<file path="config.mk">
export PLATFORM = sky130hd
export DESIGN_NAME = utf8_stream_decoder
export DESIGN_NICKNAME = d
export VERILOG_FILES = /design/src/utf8sd_pkg.sv /design/src/utf8sd_decode.sv /design/src/utf8sd_out_queue.sv /design/src/utf8_stream_decoder.sv
export SDC_FILE = /design/constraint.sdc
export NUM_CORES = 1
export LEC_CHECK = 0
export BUFFER_PORTS_ARGS = -buffer_cell sky130_fd_sc_hd__buf_2
export CAP_MARGIN = 20
export CORE_ASPECT_RATIO = 0.6
export CORE_MARGIN = 2
export CORE_UTILIZATION = 25
export DETAILED_ROUTE_END_ITERATION = 8
export PLACE_DENSITY = 0.51
export SLEW_MARGIN = 20
export SYNTH_ARGS = -nofsm -noshare
export SYNTH_HDL_FRONTEND = slang
export SYNTH_SLANG_ARGS = --single-unit
export TNS_END_PERCENT = 20
</file>
<file path="constraint.sdc">
create_clock -name clk -period 9 [get_ports clk]
set_clock_uncertainty 0.2 [all_clocks]
set_input_delay 1.8 -clock clk [delete_from_list [all_inputs] [get_ports clk]]
set_output_delay 1.8 -clock clk [all_outputs]
set_load 0.01 [all_outputs]
</file>
<file path="src/utf8sd_pkg.sv">
`timescale 1ns / 1ps
// ----------------------------------------------------------------------------
// utf8sd_pkg
// Types and constants shared by the UTF-8 stream decoder modules.
// ----------------------------------------------------------------------------
package utf8sd_pkg;

    localparam int CP_W        = 21;
    localparam int QUEUE_DEPTH = 4;
    localparam int QPTR_W      = $clog2(QUEUE_DEPTH);
    localparam int QCNT_W      = $clog2(QUEUE_DEPTH + 1);

    // Lead byte classes.
    localparam logic [7:0] CONT_MASK  = 8'b1100_0000;
    localparam logic [7:0] CONT_CODE  = 8'b1000_0000;
    localparam logic [7:0] LEAD2_MASK = 8'b1110_0000;
    localparam logic [7:0] LEAD2_CODE = 8'b1100_0000;
    localparam logic [7:0] LEAD3_MASK = 8'b1111_0000;
    localparam logic [7:0] LEAD3_CODE = 8'b1110_0000;
    localparam logic [7:0] LEAD4_MASK = 8'b1111_1000;
    localparam logic [7:0] LEAD4_CODE = 8'b1111_0000;

    // Smallest legal value for each sequence length.
    localparam logic [CP_W-1:0] MIN_CP2 = 21'h00080;
    localparam logic [CP_W-1:0] MIN_CP3 = 21'h00800;
    localparam logic [CP_W-1:0] MIN_CP4 = 21'h10000;

    localparam logic [2:0] SEQ_LEN2 = 3'd2;
    localparam logic [2:0] SEQ_LEN3 = 3'd3;
    localparam logic [2:0] SEQ_LEN4 = 3'd4;

    typedef struct packed {
        logic [7:0] data_byte;
        logic       end_of_buffer;
    } item_t;

    typedef struct packed {
        logic [CP_W-1:0] code_point;
        logic            is_error;
        logic            last_result;
    } result_t;

    // Results produced by one decode step, oldest in res0.
    typedef struct packed {
        logic [1:0] count;
        result_t    res0;
        result_t    res1;
    } dec_push_t;

endpackage

</file>
<file path="src/utf8sd_decode.sv">
`timescale 1ns / 1ps
// ----------------------------------------------------------------------------
// utf8sd_decode
// Sequence state and the single-pass decode of one registered byte.
// ----------------------------------------------------------------------------
module utf8sd_decode
    import utf8sd_pkg::*;
(
    input  logic      clk,
    input  logic      rst_n,
    input  logic      step,
    input  item_t     item,
    output dec_push_t push
);

    logic [1:0]      remain_reg, remain_next;
    logic [CP_W-1:0] acc_reg, acc_next;
    logic [2:0]      len_reg, len_next;
    logic            start_reg, start_next;

    always_comb
    begin
        logic            is_cont;
        logic            do_start;
        logic            hit;
        logic [1:0]      n;
        logic [7:0]      b;
        logic [CP_W-1:0] min_cp;
        result_t         r0;
        result_t         r1;
        result_t         sres;

        b           = item.data_byte;
        is_cont     = (b & CONT_MASK) == CONT_CODE;
        remain_next = remain_reg;
        acc_next    = acc_reg;
        len_next    = len_reg;
        n           = 2'd0;
        r0          = '0;
        r1          = '0;
        sres        = '0;
        hit         = 1'b0;
        do_start    = 1'b0;
        min_cp      = MIN_CP4;

        if (remain_reg != 2'd0)
        begin
            if (is_cont)
            begin
                acc_next    = {acc_reg[CP_W-7:0], b[5:0]};
                remain_next = remain_reg - 2'd1;
                if (remain_next == 2'd0)
                begin
                    if (len_reg == SEQ_LEN2)
                        min_cp = MIN_CP2;
                    else if (len_reg == SEQ_LEN3)
                        min_cp = MIN_CP3;
                    // The two-byte null is accepted in this modified form.
                    if (acc_next < min_cp && !(len_reg == SEQ_LEN2 && acc_next == '0))
                        r0.is_error = 1'b1;
                    else
                        r0.code_point = acc_next;
                    n           = 2'd1;
                    remain_next = 2'd0;
                    acc_next    = '0;
                    len_next    = '0;
                end
                else if (item.end_of_buffer)
                begin
                    r0.is_error = 1'b1;
                    n           = 2'd1;
                end
            end
            else
            begin
                // Broken sequence: flag it, then decode this byte afresh.
                r0.is_error = 1'b1;
                n           = 2'd1;
                remain_next = 2'd0;
                acc_next    = '0;
                len_next    = '0;
                do_start    = 1'b1;
            end
        end
        else
        begin
            do_start = 1'b1;
        end

        if (do_start)
        begin
            priority if (b[7] == 1'b0)
            begin
                sres.code_point = {{(CP_W-8){1'b0}}, b};
                hit             = 1'b1;
            end
            else if (is_cont)
            begin
                sres.is_error = 1'b1;
                hit           = start_reg;
            end
            else if ((b & LEAD2_MASK) == LEAD2_CODE)
            begin
                len_next    = SEQ_LEN2;
                acc_next    = {{(CP_W-5){1'b0}}, b[4:0]};
                remain_next = 2'd1;
            end
            else if ((b & LEAD3_MASK) == LEAD3_CODE)
            begin
                len_next    = SEQ_LEN3;
                acc_next    = {{(CP_W-4){1'b0}}, b[3:0]};
                remain_next = 2'd2;
            end
            else if ((b & LEAD4_MASK) == LEAD4_CODE)
            begin
                len_next    = SEQ_LEN4;
                acc_next    = {{(CP_W-3){1'b0}}, b[2:0]};
                remain_next = 2'd3;
            end
            else
            begin
                sres.is_error = 1'b1;
                hit           = 1'b1;
            end

            // A lead byte on the last byte of a buffer is a truncation.
            if (remain_next != 2'd0 && item.end_of_buffer)
            begin
                sres.is_error = 1'b1;
                hit           = 1'b1;
            end

            if (hit)
            begin
                if (n == 2'd0)
                    r0 = sres;
                else
                    r1 = sres;
                n = n + 2'd1;
            end
        end

        if (n == 2'd1)
            r0.last_result = 1'b1;
        else if (n == 2'd2)
            r1.last_result = 1'b1;

        if (item.end_of_buffer)
        begin
            remain_next = 2'd0;
            acc_next    = '0;
            len_next    = '0;
        end
        start_next = item.end_of_buffer;

        push.count = step ? n : 2'd0;
        push.res0  = r0;
        push.res1  = r1;
    end

    always_ff @(posedge clk or negedge rst_n)
    begin
        if (!rst_n)
        begin
            remain_reg <= 2'd0;
            acc_reg    <= '0;
            len_reg    <= '0;
            start_reg  <= 1'b1;
        end
        else if (step)
        begin
            remain_reg <= remain_next;
            acc_reg    <= acc_next;
            len_reg    <= len_next;
            start_reg  <= start_next;
        end
    end

endmodule

</file>
<file path="src/utf8sd_out_queue.sv">
`timescale 1ns / 1ps
// ----------------------------------------------------------------------------
// utf8sd_out_queue
// Small result queue that takes up to two results a cycle and gives one.
// ----------------------------------------------------------------------------
module utf8sd_out_queue
    import utf8sd_pkg::*;
(
    input  logic      clk,
    input  logic      rst_n,
    input  dec_push_t push,
    output logic      room,
    output logic      result_valid,
    input  logic      result_ready,
    output result_t   result
);

    result_t           entry_reg [QUEUE_DEPTH];
    logic [QPTR_W-1:0] wr_reg, wr_next;
    logic [QPTR_W-1:0] rd_reg, rd_next;
    logic [QCNT_W-1:0] cnt_reg, cnt_next;
    logic              pop;
    logic [QPTR_W-1:0] wr_plus1;

    assign result_valid = cnt_reg != '0;
    assign result       = entry_reg[rd_reg];
    assign pop          = result_valid && result_ready;
    // Room for a full two-result step, independent of this cycle's pop.
    assign room         = cnt_reg <= QCNT_W'(QUEUE_DEPTH - 2);
    assign wr_plus1     = wr_reg + QPTR_W'(1);

    always_comb
    begin
        wr_next  = wr_reg + QPTR_W'(push.count);
        rd_next  = pop ? rd_reg + QPTR_W'(1) : rd_reg;
        cnt_next = cnt_reg + QCNT_W'(push.count) - QCNT_W'(pop);
    end

    always_ff @(posedge clk)
    begin
        if (push.count != 2'd0)
            entry_reg[wr_reg] <= push.res0;
        if (push.count == 2'd2)
            entry_reg[wr_plus1] <= push.res1;
    end

    always_ff @(posedge clk or negedge rst_n)
    begin
        if (!rst_n)
        begin
            wr_reg  <= '0;
            rd_reg  <= '0;
            cnt_reg <= '0;
        end
        else
        begin
            wr_reg  <= wr_next;
            rd_reg  <= rd_next;
            cnt_reg <= cnt_next;
        end
    end

endmodule

</file>
<file path="src/utf8_stream_decoder.sv">
`timescale 1ns / 1ps
// ----------------------------------------------------------------------------
// utf8_stream_decoder
// Decodes a UTF-8 byte stream (modified form, C0 80 accepted as null) into
// code points and error marks.
// ----------------------------------------------------------------------------
// Usage: bytes arrive as beats on the item channel (item_valid/item_ready),
// each with an end_of_buffer flag. Decoded results leave as beats on the
// result channel (result_valid/result_ready). A byte gives zero, one or two
// result beats; last_result marks the final beat that a byte caused.
// Path: a byte is captured in the input register on acceptance, decoded
// from that register once the queue has room for its results and written
// to a four-entry result queue, from which its result beats are offered.
// Throughput: one byte per cycle while the queue has room for two more
// results. The result queue drains one beat per cycle while result_ready is
// high, so bytes that give two results build up entries; the queue absorbs
// those and input keeps flowing while it has room for two more results.
// Stall: when the receiver holds result_ready low, the queue fills and
// item_ready drops once the input register holds a byte that cannot be
// placed. Nothing is lost or repeated.
// Reset: rst_n clears all sequence state and the queue; the first byte
// after reset counts as the start of a buffer.
// ----------------------------------------------------------------------------
module utf8_stream_decoder
    import utf8sd_pkg::*;
(
    input  logic    clk,
    input  logic    rst_n,
    input  logic    item_valid,
    output logic    item_ready,
    input  item_t   item,
    output logic    result_valid,
    input  logic    result_ready,
    output result_t result
);

    logic      hold_valid_reg, hold_valid_next;
    item_t     hold_reg;
    logic      room;
    logic      step;
    dec_push_t push;

    // The held byte is decoded whenever the queue can take both results.
    assign step            = hold_valid_reg && room;
    assign item_ready      = !hold_valid_reg || step;
    assign hold_valid_next = item_ready ? item_valid : hold_valid_reg;

    always_ff @(posedge clk or negedge rst_n)
    begin
        if (!rst_n)
            hold_valid_reg <= 1'b0;
        else
            hold_valid_reg <= hold_valid_next;
    end

    always_ff @(posedge clk)
    begin
        if (item_valid && item_ready)
            hold_reg <= item;
    end

    utf8sd_decode u_decode (
        .clk   (clk),
        .rst_n (rst_n),
        .step  (step),
        .item  (hold_reg),
        .push  (push)
    );

    utf8sd_out_queue u_queue (
        .clk          (clk),
        .rst_n        (rst_n),
        .push         (push),
        .room         (room),
        .result_valid (result_valid),
        .result_ready (result_ready),
        .result       (result)
    );

endmodule
</file>
== Yosys cells after proc, flatten, opt, wreduce, memory -nomap -nowiden ==
Memories as Yosys holds them, arrays and structs flattened.
Cells that the tools add are included.

* Bits in registers: 44
* RAM bits: 92
* Input bits: 13
* Output and inout bits: 25
* Memories kept: 1

{| class="wikitable"
|+ Memories
! memory !! depth !! width !! read ports !! clocked after memory_dff !! write ports !! RTL line !! RTL
|-
| u_queue.entry_reg || 4 || 23 || 1 || 0 || 2 || utf8sd_out_queue.sv:18 || <nowiki>result_t entry_reg [QUEUE_DEPTH];</nowiki>
|}

* Add/sub/neg operators: 7
* Order comparisons: 2
* Equality and inequality tests: 9
* Mux-type cells: 77
* Reduce and logical (&&, ||, !) cells: 16

{| class="wikitable"
|+ Operator list
! kind !! number
|-
| 21-bit 2-to-1 mux || 17
|-
| 23-bit 2-to-1 mux || 5
|-
| 2-bit 2-to-1 mux || 17
|-
| 3-bit 2-to-1 mux || 10
|-
| 1-bit 2-to-1 mux || 24
|-
| 22-bit 2-to-1 mux || 1
|-
| 21-bit logical NOT || 1
|-
| 21-bit < comparator || 1
|-
| 17-bit 2-to-1 mux || 1
|-
| 9-bit 2-to-1 mux || 1
|-
| 7-bit 2-to-1 mux || 1
|-
| 2-bit by 1-bit adder with 2-bit output, second input constant || 3
|-
| 2-bit equality test, second input constant || 3
|-
| 3-bit by 2-bit equality test with 1-bit output, second input constant || 2
|-
| 1-bit logical AND || 6
|-
| 2-bit nonzero test || 3
|-
| 5-bit equality test, second input constant || 1
|-
| 4-bit equality test, second input constant || 1
|-
| 2-bit logical NOT || 2
|-
| 3-bit by 2-bit adder with 3-bit output || 1
|-
| 3-bit equality test, second input constant || 1
|-
| 3-bit by 2-bit <= comparator with 1-bit output, second input constant || 1
|-
| 3-bit nonzero test || 1
|-
| 3-bit by 1-bit subtractor with 3-bit output || 1
|-
| 5 further kinds || 6
|}

== Longest topological paths before layout ==
* Word-level depth: 21
* Gate-level depth with buffers: 18

== By module ==
A second synthesis with hierarchy kept.

* Cells, all modules: 456
* Area, all modules: 6990.5 sq um

{| class="wikitable"
|+ Modules (own cells, without submodules)
! module !! instances !! cells an instance !! area each (sq um) !! seq. area each (sq um)
|-
| utf8sd_out_queue || 1 || 264 || 5071.1 || 2937.8
|-
| utf8sd_decode || 1 || 178 || 1589.0 || 526.8
|-
| utf8_stream_decoder || 1 || 14 || 330.3 || 295.3
|}

== Worst setup path after synthesis ==
No wires, ideal clock.

* Path kind: register -> output
* Start: register u_queue.rd_reg[0]
* End: output port result[10] in the netlist's numbering
* Arrival time: 1.802 ns
* Data required time: 7.000 ns
* Setup slack: 5.198 ns
* Cell stages (with the launch flop): 4
* Path buffers: 2
* Cell sequence: dfrtp_1 clkbuf_1 buf_1 mux4_2

{| class="wikitable"
|+ RTL lines
! what !! RTL line !! RTL
|-
| start: declaration || utf8sd_out_queue.sv:20 || <nowiki>logic [QPTR_W-1:0] rd_reg, rd_next;</nowiki>
|-
| start signal: assignment || utf8sd_out_queue.sv:58 || <nowiki>rd_reg <= rd_next;</nowiki>
|-
| end: declaration || utf8_stream_decoder.sv:34 || <nowiki>output result_t result</nowiki>
|}

==> qor.csv <==
stage,metric,value,unit
timing,FMAX,215.9,MHz
clocking,Worst-path clk slew,60,ps
clocking,worst-skew pair later-pin latency,420,ps
place,routability cong.,0.9483,
pwr,VDD IR max,0.0001640,V
setup_path,WS Path Type,register to register,
synth,Synth Area per Inst,12.20,um^2
global_routing,vias in the first global route,4295,
min_path,worst hold start,u_queue.entry_reg[3][17]$_SDFFE_PP0N_,
synth,area of the mapped netlist,5939,um^2
setup_path,CP Launch Type,register,
setup_path,Reg2Reg Launch Point,u_decode.remain_reg[1]$_DFFE_PN0P_,
setup_path,Crit. Startpoint,u_decode.remain_reg[1]$_DFFE_PN0P_,
timing,# setup viols final,0,
setup_path,Arrival @ worst endpoint,4490,ps
floorplan,die width,203.0,um
synth,area fraction of the dominant cell type after synthesis,22.75,%
synth,Synth area leader,edfxtp_1,
cells_and_area,n_diodes,0,
clocking,hold bufs inserted after CTS,0,
timing,Final Hold Vio Count,0,
cells_and_area,share of layout cells above drive strength 1,22.10,%
place,Placed Area,6415,um^2
clocking,clk root buf,clkbuf_16,
setup_path,worst reg-to-reg setup slack,4370,ps
setup_path,critical-path maximum fanout,22,
clocking,Clock Path Buffers,2,
place,PortBufs,37,
route,average wire per standard cell,19.64,um
setup_path,R2R cell count,12,
route,initial drt markers,370,
setup_path,critical path endpoint category,register,
cells_and_area,Largest register FFs,92,
floorplan,num rows,43,
timing,"Slew Viols, Final",0,
floorplan,Die H,123.4,um
timing,unrepaired setup endpoints after global routing,no,
route,first-pass iteration count of the detailed router,6,
setup_path,worst flop-to-flop path endpoint,u_queue.entry_reg[1][8]$_DFFE_PP_,
route,Vias,4329,
clocking,TritonCTS buffer count,17,
floorplan,die footprint,25050,um^2
route,DRT Wirelength,16670,um
synth,asr flop ratio synth,22.31,%
clocking,Post-CTS Setup Bufs,0,
global_routing,largest net degree at the start of global routing,30,
route,vias per inst,5.099,
min_path,hold crit path type,register to register,
synth,syn_nets,510,
floorplan,Initial Util,25.61,%
synth,register area share after synthesis,53.87,%
job,max cap viols,0,
synth,"Top FF cell, synth",dfxtp_1,
clocking,CTS tree,yes,
pwr,pwr/cell area,328.6,nW/um^2
timing,Least-Margin Pin Slew,945.8,ps
setup_path,CP required,8860,ps
floorplan,number of I/O pins,38,
timing,Rel. slew slack,36.95,%
synth,Synth Register Bits,130,
route,DRC errors left,0,
global_routing,GRT busiest layer,met1,
synth,Post-synth EDFFs,45,
setup_path,Worst Setup EP,u_queue.entry_reg[1][8]$_DFFE_PP_,
timing,setup TNS,0,ps
floorplan,Core ar.,23190,um^2
clocking,Sink Count,130,
cells_and_area,area grow syn2layout,18.24,%
global_routing,grt met2 use,17.87,%
synth,Synth Warn #,0,
global_routing,initial antenna violation count,0,
global_routing,grt total ovfl,0,
synth,Synth area leaders,"edfxtp_1 (23%), dfxtp_1 (19%), dfrtp_1 (12%)",
timing,fin crit period,4632,ps
route,Post-DRT Antenna Nets,0,
clocking,H-tree Lvls,4,
cells_and_area,Layout fillers,2341,
synth,Mapped Cells,487,
cells_and_area,Final nets,544,
synth,"Distinct cells, synth",61,
global_routing,GR met1 Demand/Resource,21.80,%
global_routing,met3 usage,4.823,%
run_status,outcome,finished clean,
cells_and_area,post-route cell area,7023,um^2
cells_and_area,final cell count without fillers,849,
place,Placed Cells,817,
timing,fin crit share,51.46,%
place,Post-DP HPWL,12000,um
global_routing,global-route wire length before repair,26120,um
pwr,static leakage,2.509,nW
clocking,post_cts resized,0,
cells_and_area,final core utilization,30.29,%
global_routing,gr usage total,14.01,%
[stage by stage]
step           total power, mW  worst slack [ps]  hold WS (ps)
6_report                 2.308              4368         261.7
5_1_grt                  2.439              4006         275.6
4_1_cts                  2.316              4445         262.6
3_5_place_dp             1.623              4464         243.1
3_3_place_gp             1.604              4644         239.2
2_1_floorplan            1.376              5198         227.1
[cells in the mapped netlist (4+ instances only)]
master,count
o21ai_0,15
a21oi_1,22
nor3_1,4
nor2_1,11
clkbuf_1,14
and2_1,5
nand3_1,6
nand2b_1,8
a211oi_1,5
dfxtp_1,56
ha_1,9
nand2_1,45
o21ai_2,4
buf_2,8
o22ai_1,7
nor4_1,5
edfxtp_1,45
nand4_1,4
inv_1,17
o2bb2ai_1,58
mux4_2,23
a32oi_1,6
dfrtp_1,28
a21boi_0,15
o211ai_1,5
a22o_1,12
[logic make-up (layout without fill, tap and decap cells)]
group | Yosys count | count (layout) | synth area share, %
AO/OA/AOI/OAI | 168 | 168 | 21.76
XOR/XNOR | 6 | 6 | 0.8849
adder cells (fa/ha/maj) | 10 | 10 | 2.233
buffers and inverters | 45 | 92 | 3.581
flip-flops | 130 | 130 | 53.87
multiplexers | 24 | 24 | 8.953
AND/OR/NAND/NOR | 104 | 104 | 8.722
[area by class of cell]
class                           count  area, um^2  area share [%]
Sequential cell                   130        3199           45.55
Clock inverter                     11       88.84           1.265
Tap cell                          315       394.1           5.612
Clock buffer                       21       514.2           7.322
Multi-Input combinational cell    312        2532           36.06
Timing Repair Buffer               43       230.2           3.278
Inverter                           17       63.81          0.9086
[metal layers]
layer | share of wire, % | wire (um)
met2 | 38 | 6414
met3 | 7.6 | 1273
met4 | 0.73 | 121
met1 | 53 | 8862
met5 | 0 | 0
[worst max-delay path, stage by stage, from the launching register on]
cell      delay (ps)
dfrtp_1          390
inv_1            110
ha_1             670
nor2_1           100
a21oi_1          230
a21oi_1          130
nor2_1           110
nand2_1           60
ha_1             390
mux2i_2          380
a211oi_1         290
a21oi_2          760
inv_1            440
[power breakdown]
group	switching (mW)	internal [mW]	total, mW
clock	0.276	0.413	0.690
combinational	0.533	0.277	0.810
sequential	0.0913	0.718	0.809
[cell usage in the layout, fill, tap and decap left out, drive strengths merged, types with 5 or more instances in the layout]
cell | Yosys | routed
inv | 17 | 20
and2 | 5 | 5
nand3 | 6 | 6
o2bb2ai | 58 | 58
buf | 11 | 43
nand2 | 45 | 45
ha | 9 | 9
o21ai | 19 | 19
dfrtp | 28 | 28
a22o | 13 | 13
a32oi | 6 | 6
o211ai | 6 | 6
a211oi | 5 | 5
clkbuf | 17 | 21
a21boi | 16 | 16
nor2 | 12 | 12
nor4 | 5 | 5
a21oi | 25 | 25
nand2b | 8 | 8
clkinv | 0 | 7
o22ai | 7 | 7
edfxtp | 45 | 45
mux4 | 23 | 23
dfxtp | 56 | 56
[worst min-delay path by stage]
| stage | endpoint | cells after the start | slack [ps] |
|---|---|---|---|
| 2_1_floorplan | u_queue.entry_reg[1][22]$_SDFFE_PP0N_ | 1 | 230 |
| 3_3_place_gp | u_queue.entry_reg[1][22]$_SDFFE_PP0N_ | 1 | 240 |
| 3_5_place_dp | u_queue.entry_reg[3][10]$_SDFFE_PP0N_ | 1 | 240 |
| 4_1_cts | u_queue.entry_reg[3][16]$_SDFFE_PP0N_ | 1 | 260 |
| 5_1_grt | u_queue.entry_reg[2][20]$_SDFFE_PP0N_ | 1 | 280 |
| 6_report | u_queue.entry_reg[3][17]$_SDFFE_PP0N_ | 1 | 260 |
(Power assumes the default switching activity.)
